[src/rtl/koq_pkg.sv]
`default_nettype none
package koq_pkg;

    localparam int CMD_W    = 4;
    localparam int FIELD_W  = 32;
    localparam int STATUS_W = 2;
    localparam int TALLY_W  = 7;

    localparam logic [CMD_W-1:0] CMD_PREPEND    = 4'd0;
    localparam logic [CMD_W-1:0] CMD_APPEND     = 4'd1;
    localparam logic [CMD_W-1:0] CMD_DELETE     = 4'd2;
    localparam logic [CMD_W-1:0] CMD_GET        = 4'd3;
    localparam logic [CMD_W-1:0] CMD_MOVE_FRONT = 4'd4;
    localparam logic [CMD_W-1:0] CMD_MOVE_BACK  = 4'd5;
    localparam logic [CMD_W-1:0] CMD_PEEK_FRONT = 4'd6;
    localparam logic [CMD_W-1:0] CMD_PEEK_BACK  = 4'd7;
    localparam logic [CMD_W-1:0] CMD_COUNT      = 4'd8;

    localparam logic [STATUS_W-1:0] ST_OK   = 2'd0;
    localparam logic [STATUS_W-1:0] ST_MISS = 2'd1;
    localparam logic [STATUS_W-1:0] ST_FULL = 2'd2;

    typedef struct packed {
        logic load;
        logic pass_step;
        logic park_step;
        logic insert;
        logic finish;
    } t_ctl;

    typedef struct packed {
        logic len_zero;
        logic pass_last;
        logic need_park;
        logic park_last;
    } t_sts;

endpackage
`default_nettype wire

[src/rtl/koq_ctl.sv]
`default_nettype none
module koq_ctl
    import koq_pkg::*;
(
    input  wire  i_clk,
    input  wire  i_rst_n,
    input  wire  i_in_valid,
    output logic o_in_ready,
    output logic o_out_valid,
    input  wire  i_out_ready,
    input  t_sts i_sts,
    output t_ctl o_ctl
);

    localparam logic [2:0] S_IDLE = 3'd0;
    localparam logic [2:0] S_PASS = 3'd1;
    localparam logic [2:0] S_POST = 3'd2;
    localparam logic [2:0] S_PARK = 3'd3;
    localparam logic [2:0] S_INS  = 3'd4;
    localparam logic [2:0] S_FIN  = 3'd5;

    logic [2:0] r_state, n_state;
    logic       r_out_valid, n_out_valid;
    logic       w_accept, w_finish;

    assign o_in_ready  = (r_state == S_IDLE);
    assign o_out_valid = r_out_valid;
    assign w_accept    = o_in_ready && i_in_valid;
    assign w_finish    = (r_state == S_FIN) && (!r_out_valid || i_out_ready);

    always_comb begin
        o_ctl           = '0;
        o_ctl.load      = w_accept;
        o_ctl.pass_step = (r_state == S_PASS);
        o_ctl.park_step = (r_state == S_PARK);
        o_ctl.insert    = (r_state == S_INS);
        o_ctl.finish    = w_finish;
    end

    always_comb begin
        n_state = r_state;
        case (r_state)
            S_IDLE: begin
                if (w_accept) begin
                    n_state = i_sts.len_zero ? S_POST : S_PASS;
                end
            end
            S_PASS: begin
                if (i_sts.pass_last) begin
                    n_state = S_POST;
                end
            end
            S_POST: n_state = i_sts.need_park ? S_PARK : S_INS;
            S_PARK: begin
                if (i_sts.park_last) begin
                    n_state = S_INS;
                end
            end
            S_INS: n_state = S_FIN;
            S_FIN: begin
                if (w_finish) begin
                    n_state = S_IDLE;
                end
            end
            default: n_state = S_IDLE;
        endcase
    end

    always_comb begin
        n_out_valid = r_out_valid;
        if (w_finish) begin
            n_out_valid = 1'b1;
        end else if (i_out_ready) begin
            n_out_valid = 1'b0;
        end
    end

    always_ff @(posedge i_clk) begin
        if (!i_rst_n) begin
            r_state     <= S_IDLE;
            r_out_valid <= 1'b0;
        end else begin
            r_state     <= n_state;
            r_out_valid <= n_out_valid;
        end
    end

endmodule
`default_nettype wire

[config.mk]
export PLATFORM = sky130hd
export DESIGN_NAME = koq_ctl
export DESIGN_NICKNAME = d
export VERILOG_FILES = /design/src/rtl/koq_pkg.sv /design/src/rtl/koq_ctl.sv
export SDC_FILE = /design/constraint.sdc
export NUM_CORES = 1
export LEC_CHECK = 0
export BUFFER_PORTS_ARGS = -buffer_cell sky130_fd_sc_hd__buf_2
export CORE_AREA = 5 5 42 44
export CTS_BUF_LIST = sky130_fd_sc_hd__clkbuf_4 sky130_fd_sc_hd__clkbuf_8
export CTS_CLUSTER_DIAMETER = 100
export CTS_CLUSTER_SIZE = 14
export DETAILED_ROUTE_END_ITERATION = 8
export DIE_AREA = 0 0 47 49
export GPL_ROUTABILITY_DRIVEN = 0
export SETUP_SLACK_MARGIN = 0.1
export SYNTH_ARGS = -nofsm -noshare
export SYNTH_HDL_FRONTEND = slang
export SYNTH_SLANG_ARGS = --single-unit
[constraint.sdc]
create_clock -name i_clk -period 1.45 [get_ports i_clk]
set_input_delay 0.435 -clock i_clk [delete_from_list [all_inputs] [get_ports i_clk]]
set_output_delay 0.435 -clock i_clk [all_outputs]
set_load 0.02 [all_outputs]
## Word level (Yosys, flattened, before mapping)

Cells that the tools add are included.

- Eq/ne operators: 9
- Multiplexer cells: 9
- Reductions and logical operators: 7

Operator list:

| operator | number |
|---|---|
| $pmux W3 S6 | 1 |
| $mux W3 | 5 |
| $eq A3 B2 Y1 const B | 2 |
| $eq A3 B3 Y1 const B | 2 |
| $ne A2 B2 Y1 const B | 3 |
| $reduce_and A4 Y1 | 1 |
| $eq A3 B1 Y1 const B | 1 |
| $logic_not A3 Y1 | 1 |
| $logic_and A1 B1 Y1 | 2 |
| $mux W1 | 2 |
| $mux W2 | 1 |
| $ne A2 B1 Y1 const B | 1 |
| $reduce_bool A2 Y1 | 1 |
| $logic_not A1 Y1 | 1 |
| $logic_or A1 B1 Y1 | 1 |

- Logic and storage cells: 27
- Bits in registers: 4

## Logic depth before layout (Yosys ltp)

Gate-level depths: netlist of run 1.

- Word-level depth: 5
- Mapped depth: 5
- Mapped depth without buffers: 4

## Worst setup path after synthesis of run 1

Ideal clock, no wire load.

- Kind: register to output
- Start: reg r_state[0]
- End: out o_ctl[4] (netlist name)
- Stages on the path, launching flop included: 5
- Arrival: 1,331 ps
- Path slack: -316 ps
- Buffers on the path: 2
- Cells stage by stage: dfxtp_1 -> buf_4 -> nor3_1 -> and2_1 -> buf_4

- Longest elaborated chain between the ends: 2

RTL lines:

| element | line | source |
|---|---|---|
| from (decl) | koq_ctl.sv:22 | `logic [2:0] r_state, n_state;` |
| from (signal assigned) | koq_ctl.sv:83 | `r_state <= n_state;` |
| $logic_not A3 Y1 | koq_ctl.sv:26 | `assign o_in_ready = (r_state == S_IDLE);` |
| via o_in_ready | koq_ctl.sv:8 | `output logic o_in_ready,` |
| $logic_and A1 B1 Y1 | koq_ctl.sv:28 | `assign w_accept = o_in_ready && i_in_valid;` |
| to (decl) | koq_ctl.sv:12 | `output t_ctl o_ctl` |

The timed path passes the listed nets, and every way through them passes these cells.

==> summary.txt, run 1 <==
Hold WS - 0.495 ns
Avg Cell Area, Syn - 7.95 µm²
Net Count, Synth - 48
critical path peak fanout - 6
fin util - 35.9%
Detailed Route WL - 919 µm
hold depth - 2
core area - 0.00140 mm²
cells after synthesis - 40
setup ws final - -0.0201 ns
LEAKAGE - 0.233 nW
Clock transition at path regs - 0.04 ns
antenna cells - 0
DRT antenna net count - 0
Worst Hold Endpoint - r_state[2]
Die X - 47 µm
Max VDD drop - 901 µV
Max Cap Violations - 0
Fill cells - 158
WS Path Type - reg -> out
worst slack, placed - 0.00383 ns
path depth of the worst reg2reg path - 5
die height - 49 µm
power per cell area - 2090 mW/mm²
Synth cell types - 25
status - finished with violations
largest cells by area after synthesis - dfxtp_1 25%, buf_4 7.1%, nor3b_1 7.1%
cell area after layout - 503 µm²
Die Area - 0.00230 mm²
R2R Setup Slk - 0.11 ns
Slowest-stage cell, CP - dfxtp_4
clock buffer count from CTS - 3
Final setup violation count - 4
relative slew slack - 84.6%
Worst setup SP type - flop
Root Buffer - clkbuf_4
final hold vios - 0
sequential share of the synthesized area - 25.2%
largest net degree at the start of global routing - 10
Num Clock Sinks - 4
initial cell density of the core - 22.7%
gr ovfl total - 0
Seq cells post-synth - 4
vias in the first global route - 324
nets - 69
layout cells sized above 1 - 57.6%
Vias/cell - 4.71
final period utilization - 101%
clk_skew - 0.000742 ns
Worst path max stage delay - 0.36 ns
violated checks - setup timing
hold buffers post-CTS - 0
clk buf depth - 2
initial antenna violation count - 0
DRT Pass-1 Iters - 2
CP Data Arrival Time - 1.04 ns
Tot GR Track Use - 8.10%
CTS HTree Levels - 1
area leader, netlist - dfxtp_1
area share of the largest cell type after synthesis - 25.2%
min-delay worst type - in -> reg
Cell Area, Synth - 318 µm²
DR vias - 353
IO Pins - 15
commonest non-fill, non-tap cell in the layout - buf_2
CTS tree - done
Rows - 14
RR Endpoint - r_state[2]
Clk Latency, worst-skew pair - 0.23 ns
Worst Setup End Kind - output pin
commonest cells after routing, fill and taps aside - 10 x buf_2, 9 x buf_4, 4 x nand2_1
crit path cell chain - nor3_4, and2_1, buf_6
RSZ-0062 raised after global routing - true
DRC Markers - 0
drt first-iter violations - 2
Placed Area - 405 µm²
Least-Margin Pin Slew - 0.230 ns
R2R Path Start - r_state[1]
PortBufs - 14
Ys Warns - 0
first-pass GRT wire length - 1350 µm
min-delay src - i_rst_n
Slew Viols, Final - 0
Wirelength per Cell - 12.3 µm
Req. time, crit path - 1.02 ns
highest clock rate - 680 MHz
layout overhead on the synthesized area - 58.3%
crit path time final - 1.47 ns
## final cells by class
class                      instances  area [µm²]  share of cell area, %
clock buffer                       3        22.5                   4.48
inverter                           1        3.75                  0.746
multi-input combinational         30         225                   44.8
sequential                         4        91.3                   18.2
tap                               16        20.0                   3.98
timing repair buffer              21         140                   27.9
## worst max-delay path: cells and delay by family (launching register included)
| family | cells | cell delay (ns) |
|---|---|---|
| flops | 1 | 0.36 |
| simple gates | 2 | 0.32 |
| buf+inv | 1 | 0.11 |
## cell usage after synthesis
library cell / n
a31oi_1: 2
dfxtp_1: 4
nand2_1: 4
and2_1: 2
nand4_1: 1
o211a_1: 1
o32ai_1: 1
nand3_1: 1
mux2i_1: 1
nand3b_1: 1
nor3_1: 1
o21ai_1: 1
and3_1: 1
a21boi_0: 1
nor2_1: 1
buf_2: 1
and4bb_2: 1
nor2b_1: 2
buf_6: 1
o31ai_1: 2
buf_4: 3
inv_1: 1
nand2b_1: 2
nor3b_1: 3
a21oi_1: 1
## how the worst max path moves through the flow
stage | from | to | slack [ns] | cells past startpoint
after floorplan | r_state[0] | o_ctl[4] | -0.02 | 4
after global placement | r_state[1] | r_state[2] | 0.01 | 4
after detailed placement | r_state[1] | r_state[2] | 0.004 | 4
after CTS | r_state[2] | o_ctl[4] | -0.04 | 3
after global routing | r_state[2] | o_ctl[3] | -0.07 | 3
final | r_state[2] | o_ctl[4] | -0.02 | 3
## through the flow
step | total power, mW | TNS (ns) | cells
3_5_place_dp | 0.731 | 0 | 67
5_1_grt | 1.12 | -0.221 | 75
4_1_cts | 1.01 | -0.0965 | 74
2_1_floorplan | 0.647 | -0.0158 | 40
3_3_place_gp | 0.725 | 0 | 67
6_report | 1.05 | -0.0412 | 75
## state kept, by name (all words and copies together), names as in the netlist
register     count
r_state          3
o_out_valid      1
## power breakdown
part | internal (mW) | switching (mW) | total [mW]
sequential | 0.172 | 0.0858 | 0.258
clock | 0.0923 | 0.0417 | 0.134
combinational | 0.342 | 0.315 | 0.657
total | 0.607 | 0.442 | 1.05
## timing repair
item,CTS,global route
gates resized for setup,14,6
endpoints found under the setup margin,8,8
setup buffers,4,1
cloned,0,0
pin swaps,1,0
## layer usage
metal,wire [µm],track usage (%)
met2,428,12.7
met3,81,4.43
met5,0,0
met4,0,1.38
met1,408,9.69
## logic make-up (layout without fill, tap and decap cells)
family	count (synthesis)	in the layout	share of synthesized area, %
buffers and inverters	6	25	13.4
AO/OA/AOI/OAI	9	9	20.1
multiplexers	1	1	3.15
flip-flops	4	4	25.2
AND/OR/NAND/NOR	20	20	38.2
Note: power is estimated with default switching activity, not from simulation.
==> inputs of run 2 (changes only) <==
Settings changed: RECOVER_POWER set to 100.
==> summary.txt, run 2 (synthesis results as in run 1) <==
Cell Int Power - 0.594 mW (-2.1%)
largest net degree at the start of global routing - 10 (unchanged)
clock buffer count from CTS - 3 (unchanged)
final period utilization - 101% (about the same)
Root Buffer - clkbuf_4
Critical Path Start - r_state[2]
Wirelength per Cell - 12.2 µm (-0.22%)
Num Clock Sinks - 4 (unchanged)
PortBufs - 14 (unchanged)
register area - 91.3 µm² (unchanged)
power per cell area - 2090 mW/mm² (+0.18%)
initial antenna violation count - 0 (unchanged)
Worst Setup End Kind - output pin
cell area after layout - 494 µm² (-1.7%)
setup ws final - -0.0200 ns (+0.000106 ns)
initial cell density of the core - 22.7% (unchanged)
worst slack, placed - 0.00383 ns (unchanged)
antenna cells - 0 (unchanged)
max reg flops - 3 (unchanged)
first-pass GRT wire length - 1350 µm (unchanged)
layout overhead on the synthesized area - 55.5%
IO Pins - 15 (unchanged)
Setup crit end - o_ctl[4]
RR Endpoint - r_state[2]
Fin Setup TNS - -0.0410 ns (+0.000161 ns)
Clk Latency, worst-skew pair - 0.23 ns (about the same)
WS Path Type - reg -> out
Detailed Route WL - 917 µm (-0.22%)
Max Cap Violations - 0 (unchanged)
Least-Margin Pin Slew - 0.258 ns (+0.0278 ns)
relative slew slack - 82.9% (-1.7 points)
DRT antenna net count - 0 (unchanged)
Sequential Power Share - 25.0% (+0.4 points)
final hold vios - 0 (unchanged)
core area - 0.00140 mm² (unchanged)
Rows - 14 (unchanged)
Switching Share - 42.4% (+0.29 points)
Tot GR Track Use - 8.10% (unchanged)
vias in the first global route - 324 (unchanged)
Placed Area - 405 µm² (unchanged)
DRT Pass-1 Iters - 2 (unchanged)
R2R Setup Slk - 0.07 ns (-0.04 ns)
Hold WS - 0.496 ns (+0.000980 ns)
clk_skew - 0.000967 ns (+0.000226 ns)
Largest Register - r_state
status - finished with violations
CTS tree - done
RSZ-0062 raised after global routing - true
Net Sw Power - 0.438 mW (-0.89%)
CP Data Arrival Time - 1.03 ns (about the same)
drt first-iter violations - 2 (unchanged)
gr ovfl total - 0 (unchanged)
die height - 49 µm (unchanged)
violated checks - setup timing
layout cells sized above 1 - 52.5% (-5.1 points)
Clock transition at path regs - 0.04 ns (about the same)
min-delay worst type - in -> reg
highest clock rate - 680 MHz (about the same)
Die Area - 0.00230 mm² (unchanged)
Max VDD drop - 899 µV (-0.25%)
Die X - 47 µm (unchanged)
crit path time final - 1.47 ns (-0.000106 ns)
path depth of the worst reg2reg path - 5 (unchanged)
Final setup violation count - 4 (unchanged)
DR vias - 353 (unchanged)
R2R Path Start - r_state[1]
share of power burned in the clock network - 13.0% (+0.2 points)
Comb pwr share - 62.0% (-0.6 points)
critical path peak fanout - 6 (unchanged)
Fill cells - 160 (+1.3%)
LEAKAGE - 0.224 nW (-3.7%)
hold buffers post-CTS - 0 (unchanged)
commonest cells after routing, fill and taps aside - 9 x buf_2, 8 x buf_4, 4 x nand2_1
Slew Viols, Final - 0 (unchanged)
Worst setup SP type - flop
clk buf depth - 2 (unchanged)
Req. time, crit path - 1.02 ns (about the same)
nets - 69 (unchanged)
area of the multi-input gates - 221 µm² (-1.7%)
Vias/cell - 4.71 (unchanged)
commonest non-fill, non-tap cell in the layout - buf_2
DRC Markers - 0 (unchanged)
CTS HTree Levels - 1 (unchanged)
-- run 2: layout make-up --
type / instances / area share (%)
Clock buffer: 3 / 4.56
Inverter: 1 / 0.759
Sequential cell: 4 / 18.5
Multi-Input combinational cell: 30 / 44.8
Tap cell: 16 / 4.05
Timing Repair Buffer: 21 / 27.3
-- run 2: through the flow --
stage	util [%]	instances	total power, mW
after floorplan	-	40	0.647
after global placement	28.9	67	0.725
after detailed placement	28.9	67	0.731
after CTS	34.7	74	1.01
after global routing	35.3	75	1.11
final	35.3	75	1.03
-- run 2: power by group through the flow --
stage	Sequential (mW)	Clock, mW	Combinational (mW)
after CTS	0.261	0.143	0.603
after global routing	0.267	0.148	0.693
after floorplan	0.181	0	0.466
final	0.258	0.134	0.641
after detailed placement	0.278	0	0.454
after global placement	0.274	0	0.451
-- run 2: worst min-delay path by stage --
stage | startpoint | end | slack [ns] | depth (start not counted)
6_report | i_rst_n | r_state[2] | 0.50 | 2
2_1_floorplan | r_state[2] | r_state[1] | 0.55 | 2
3_3_place_gp | o_out_valid | o_out_valid | 0.51 | 2
3_5_place_dp | o_out_valid | o_out_valid | 0.53 | 2
5_1_grt | i_rst_n | r_state[2] | 0.50 | 2
4_1_cts | i_rst_n | r_state[2] | 0.46 | 2
-- run 2: what timing repair did --
| item | 4_1_cts | 5_1_grt |
|---|---|---|
| setup endpoints to repair | 8 | 8 |
| buffers inserted | 4 | 1 |
| pin swaps | 1 | 0 |
| resized for setup | 14 | 6 |
| gates cloned | 0 | 0 |
-- run 2: critical path, stage by stage, from the launching register on --
cell	delay [ns]
dfxtp_4	0.36
nor3_4	0.17
and2_1	0.15
buf_6	0.11
-- run 2: layer usage --
metal / vias to the layer above / wire (µm) / GRT usage (%)
met1: 153 / 410 / 9.69
met2: 14 / 425 / 12.7
met3: 0 / 81 / 4.43
met5: - / 0 / 0
li1: 186 / - / -
met4: 0 / 0 / 1.38
==> inputs of run 3 (changes only) <==
Settings changed: SKIP_CTS_REPAIR_TIMING set to 1.
==> summary.txt, run 3 (synthesis results as in run 1) <==
largest net degree at the start of global routing - 15 (+5)
path depth of the worst reg2reg path - 5 (unchanged)
CP Data Arrival Time - 1.03 ns (about the same)
PortBufs - 14 (unchanged)
highest clock rate - 680 MHz (about the same)
Clk Latency, worst-skew pair - 0.23 ns (about the same)
max reg flops - 3 (unchanged)
critical path peak fanout - 6 (unchanged)
worst slack, placed - 0.00383 ns (unchanged)
Clock transition at path regs - 0.04 ns (about the same)
commonest cells after routing, fill and taps aside - 9 x buf_2, 7 x buf_4, 4 x nand2_1
WS Path Type - reg -> out
global routing usage on met2 - 9.05% (-3.6 points)
clk buf depth - 2 (unchanged)
Tot GR Track Use - 6.48% (-1.6 points)
core area - 0.00140 mm² (unchanged)
initial cell density of the core - 22.7% (unchanged)
status - finished with violations
drt first-iter violations - 5 (+3)
Critical Path Start - r_state[2]
Fin Setup TNS - -0.0369 ns (+0.00406 ns)
gr ovfl total - 0 (unchanged)
LEAKAGE - 0.214 nW (-4.6%)
fin util - 33.9% (-1.3 points)
IO Pins - 15 (unchanged)
min-delay worst type - in -> reg
commonest non-fill, non-tap cell in the layout - buf_2
DR vias - 347 (-1.7%)
setup ws final - -0.0197 ns (+0.000342 ns)
Wirelength per Cell - 11.2 µm (-8.3%)
RSZ-0062 raised after global routing - true
GRT busiest layer - met2
layout overhead on the synthesized area - 49.6%
clock buffer count from CTS - 3 (unchanged)
met3 usage - 4.43% (unchanged)
relative slew slack - 82.9% (about the same)
vias in the first global route - 283 (-13%)
DRT Pass-1 Iters - 2 (unchanged)
Req. time, crit path - 1.02 ns (about the same)
Largest Register - r_state
layout cells sized above 1 - 48.3% (-4.3 points)
Die X - 47 µm (unchanged)
Worst Setup End Kind - output pin
RR Endpoint - r_state[2]
Num Clock Sinks - 4 (unchanged)
Rows - 14 (unchanged)
Worst Hold Endpoint - r_state[2]
hold depth - 2 (unchanged)
Slew Viols, Final - 0 (unchanged)
Vias/cell - 4.69 (-0.37%)
crit path cell chain - nor3_4, and2_1, buf_6
Least-Margin Pin Slew - 0.258 ns (+0.00000262 ns)
met1 GRT Util - 8.15% (-1.5 points)
Root Buffer - clkbuf_4
Max VDD drop - 769 µV (-14%)
DRC Markers - 0 (unchanged)
R2R Path Start - r_state[2]
initial antenna violation count - 0 (unchanged)
Detailed Route WL - 830 µm (-9.5%)
crit path time final - 1.47 ns (-0.000342 ns)
nets - 68 (-1.4%)
Slowest-stage cell, CP - dfxtp_4
DRT antenna net count - 0 (unchanged)
first-pass GRT wire length - 1080 µm (-20%)
final period utilization - 101% (about the same)
clk_skew - 0.00349 ns (+0.00252 ns)
R2R Setup Slk - 0.12 ns (+0.05 ns)
power per cell area - 2040 mW/mm² (-2.5%)
final hold vios - 0 (unchanged)
Die Area - 0.00230 mm² (unchanged)
Worst setup SP type - flop
die height - 49 µm (unchanged)
Final Power - 0.968 mW (-6.2%)
violated checks - setup timing
Final setup violation count - 3 (-1)
CTS HTree Levels - 1 (unchanged)
min-delay src - i_rst_n
antenna cells - 0 (unchanged)
Worst path max stage delay - 0.36 ns (about the same)
Max Cap Violations - 0 (unchanged)
CTS tree - done
## run 3: changes by cell type in the layout (fill, tap and decap cells not counted), sizes merged
| cell | delta |
|---|---|
| buf | -2 |
| clkbuf | +1 |
## run 3: worst max path at each step
stage,endpoint,slack (ns),cells after the start
2_1_floorplan,o_ctl[4],-0.02,4
3_3_place_gp,r_state[2],0.01,4
3_5_place_dp,r_state[2],0.004,4
4_1_cts,o_ctl[0],-0.25,3
5_1_grt,o_ctl[4],-0.07,3
6_report,o_ctl[4],-0.02,3
## run 3: power by group
group	switching (mW)	internal [mW]	leakage [nW]
logic	0.286	0.286	0.165
registers	0.0879	0.172	0.0348
clock network	0.0435	0.0925	0.0138
## run 3: per-stage QoR
step	hold WS, ns	instances	instance area, µm²
floorplan	0.549	40	339
global placement	0.514	67	405
detailed placement	0.534	67	405
CTS	0.474	70	428
global route	0.479	74	475
finish	0.476	74	475
## run 3: per-layer routing
layer / vias up / share of wire (%)
li1: 185 / -
met1: 148 / 46
met2: 14 / 44
met3: 0 / 9.9
met4: 0 / 0
met5: - / 0
## run 3: cell type report
cell class / count / area, µm²
Sequential cell: 4 / 91.3
Clock buffer: 3 / 22.5
Multi-Input combinational cell: 30 / 216
Fill cell: 159 / 926
Timing Repair Buffer: 20 / 121
Tap cell: 16 / 20.0
Inverter: 1 / 3.75
## run 3: worst max-delay path: cells and delay by family, from the launching register on
kind,cells,cell delay [ns]
flops,1,0.36
buf+inv,1,0.11
simple gates,2,0.32
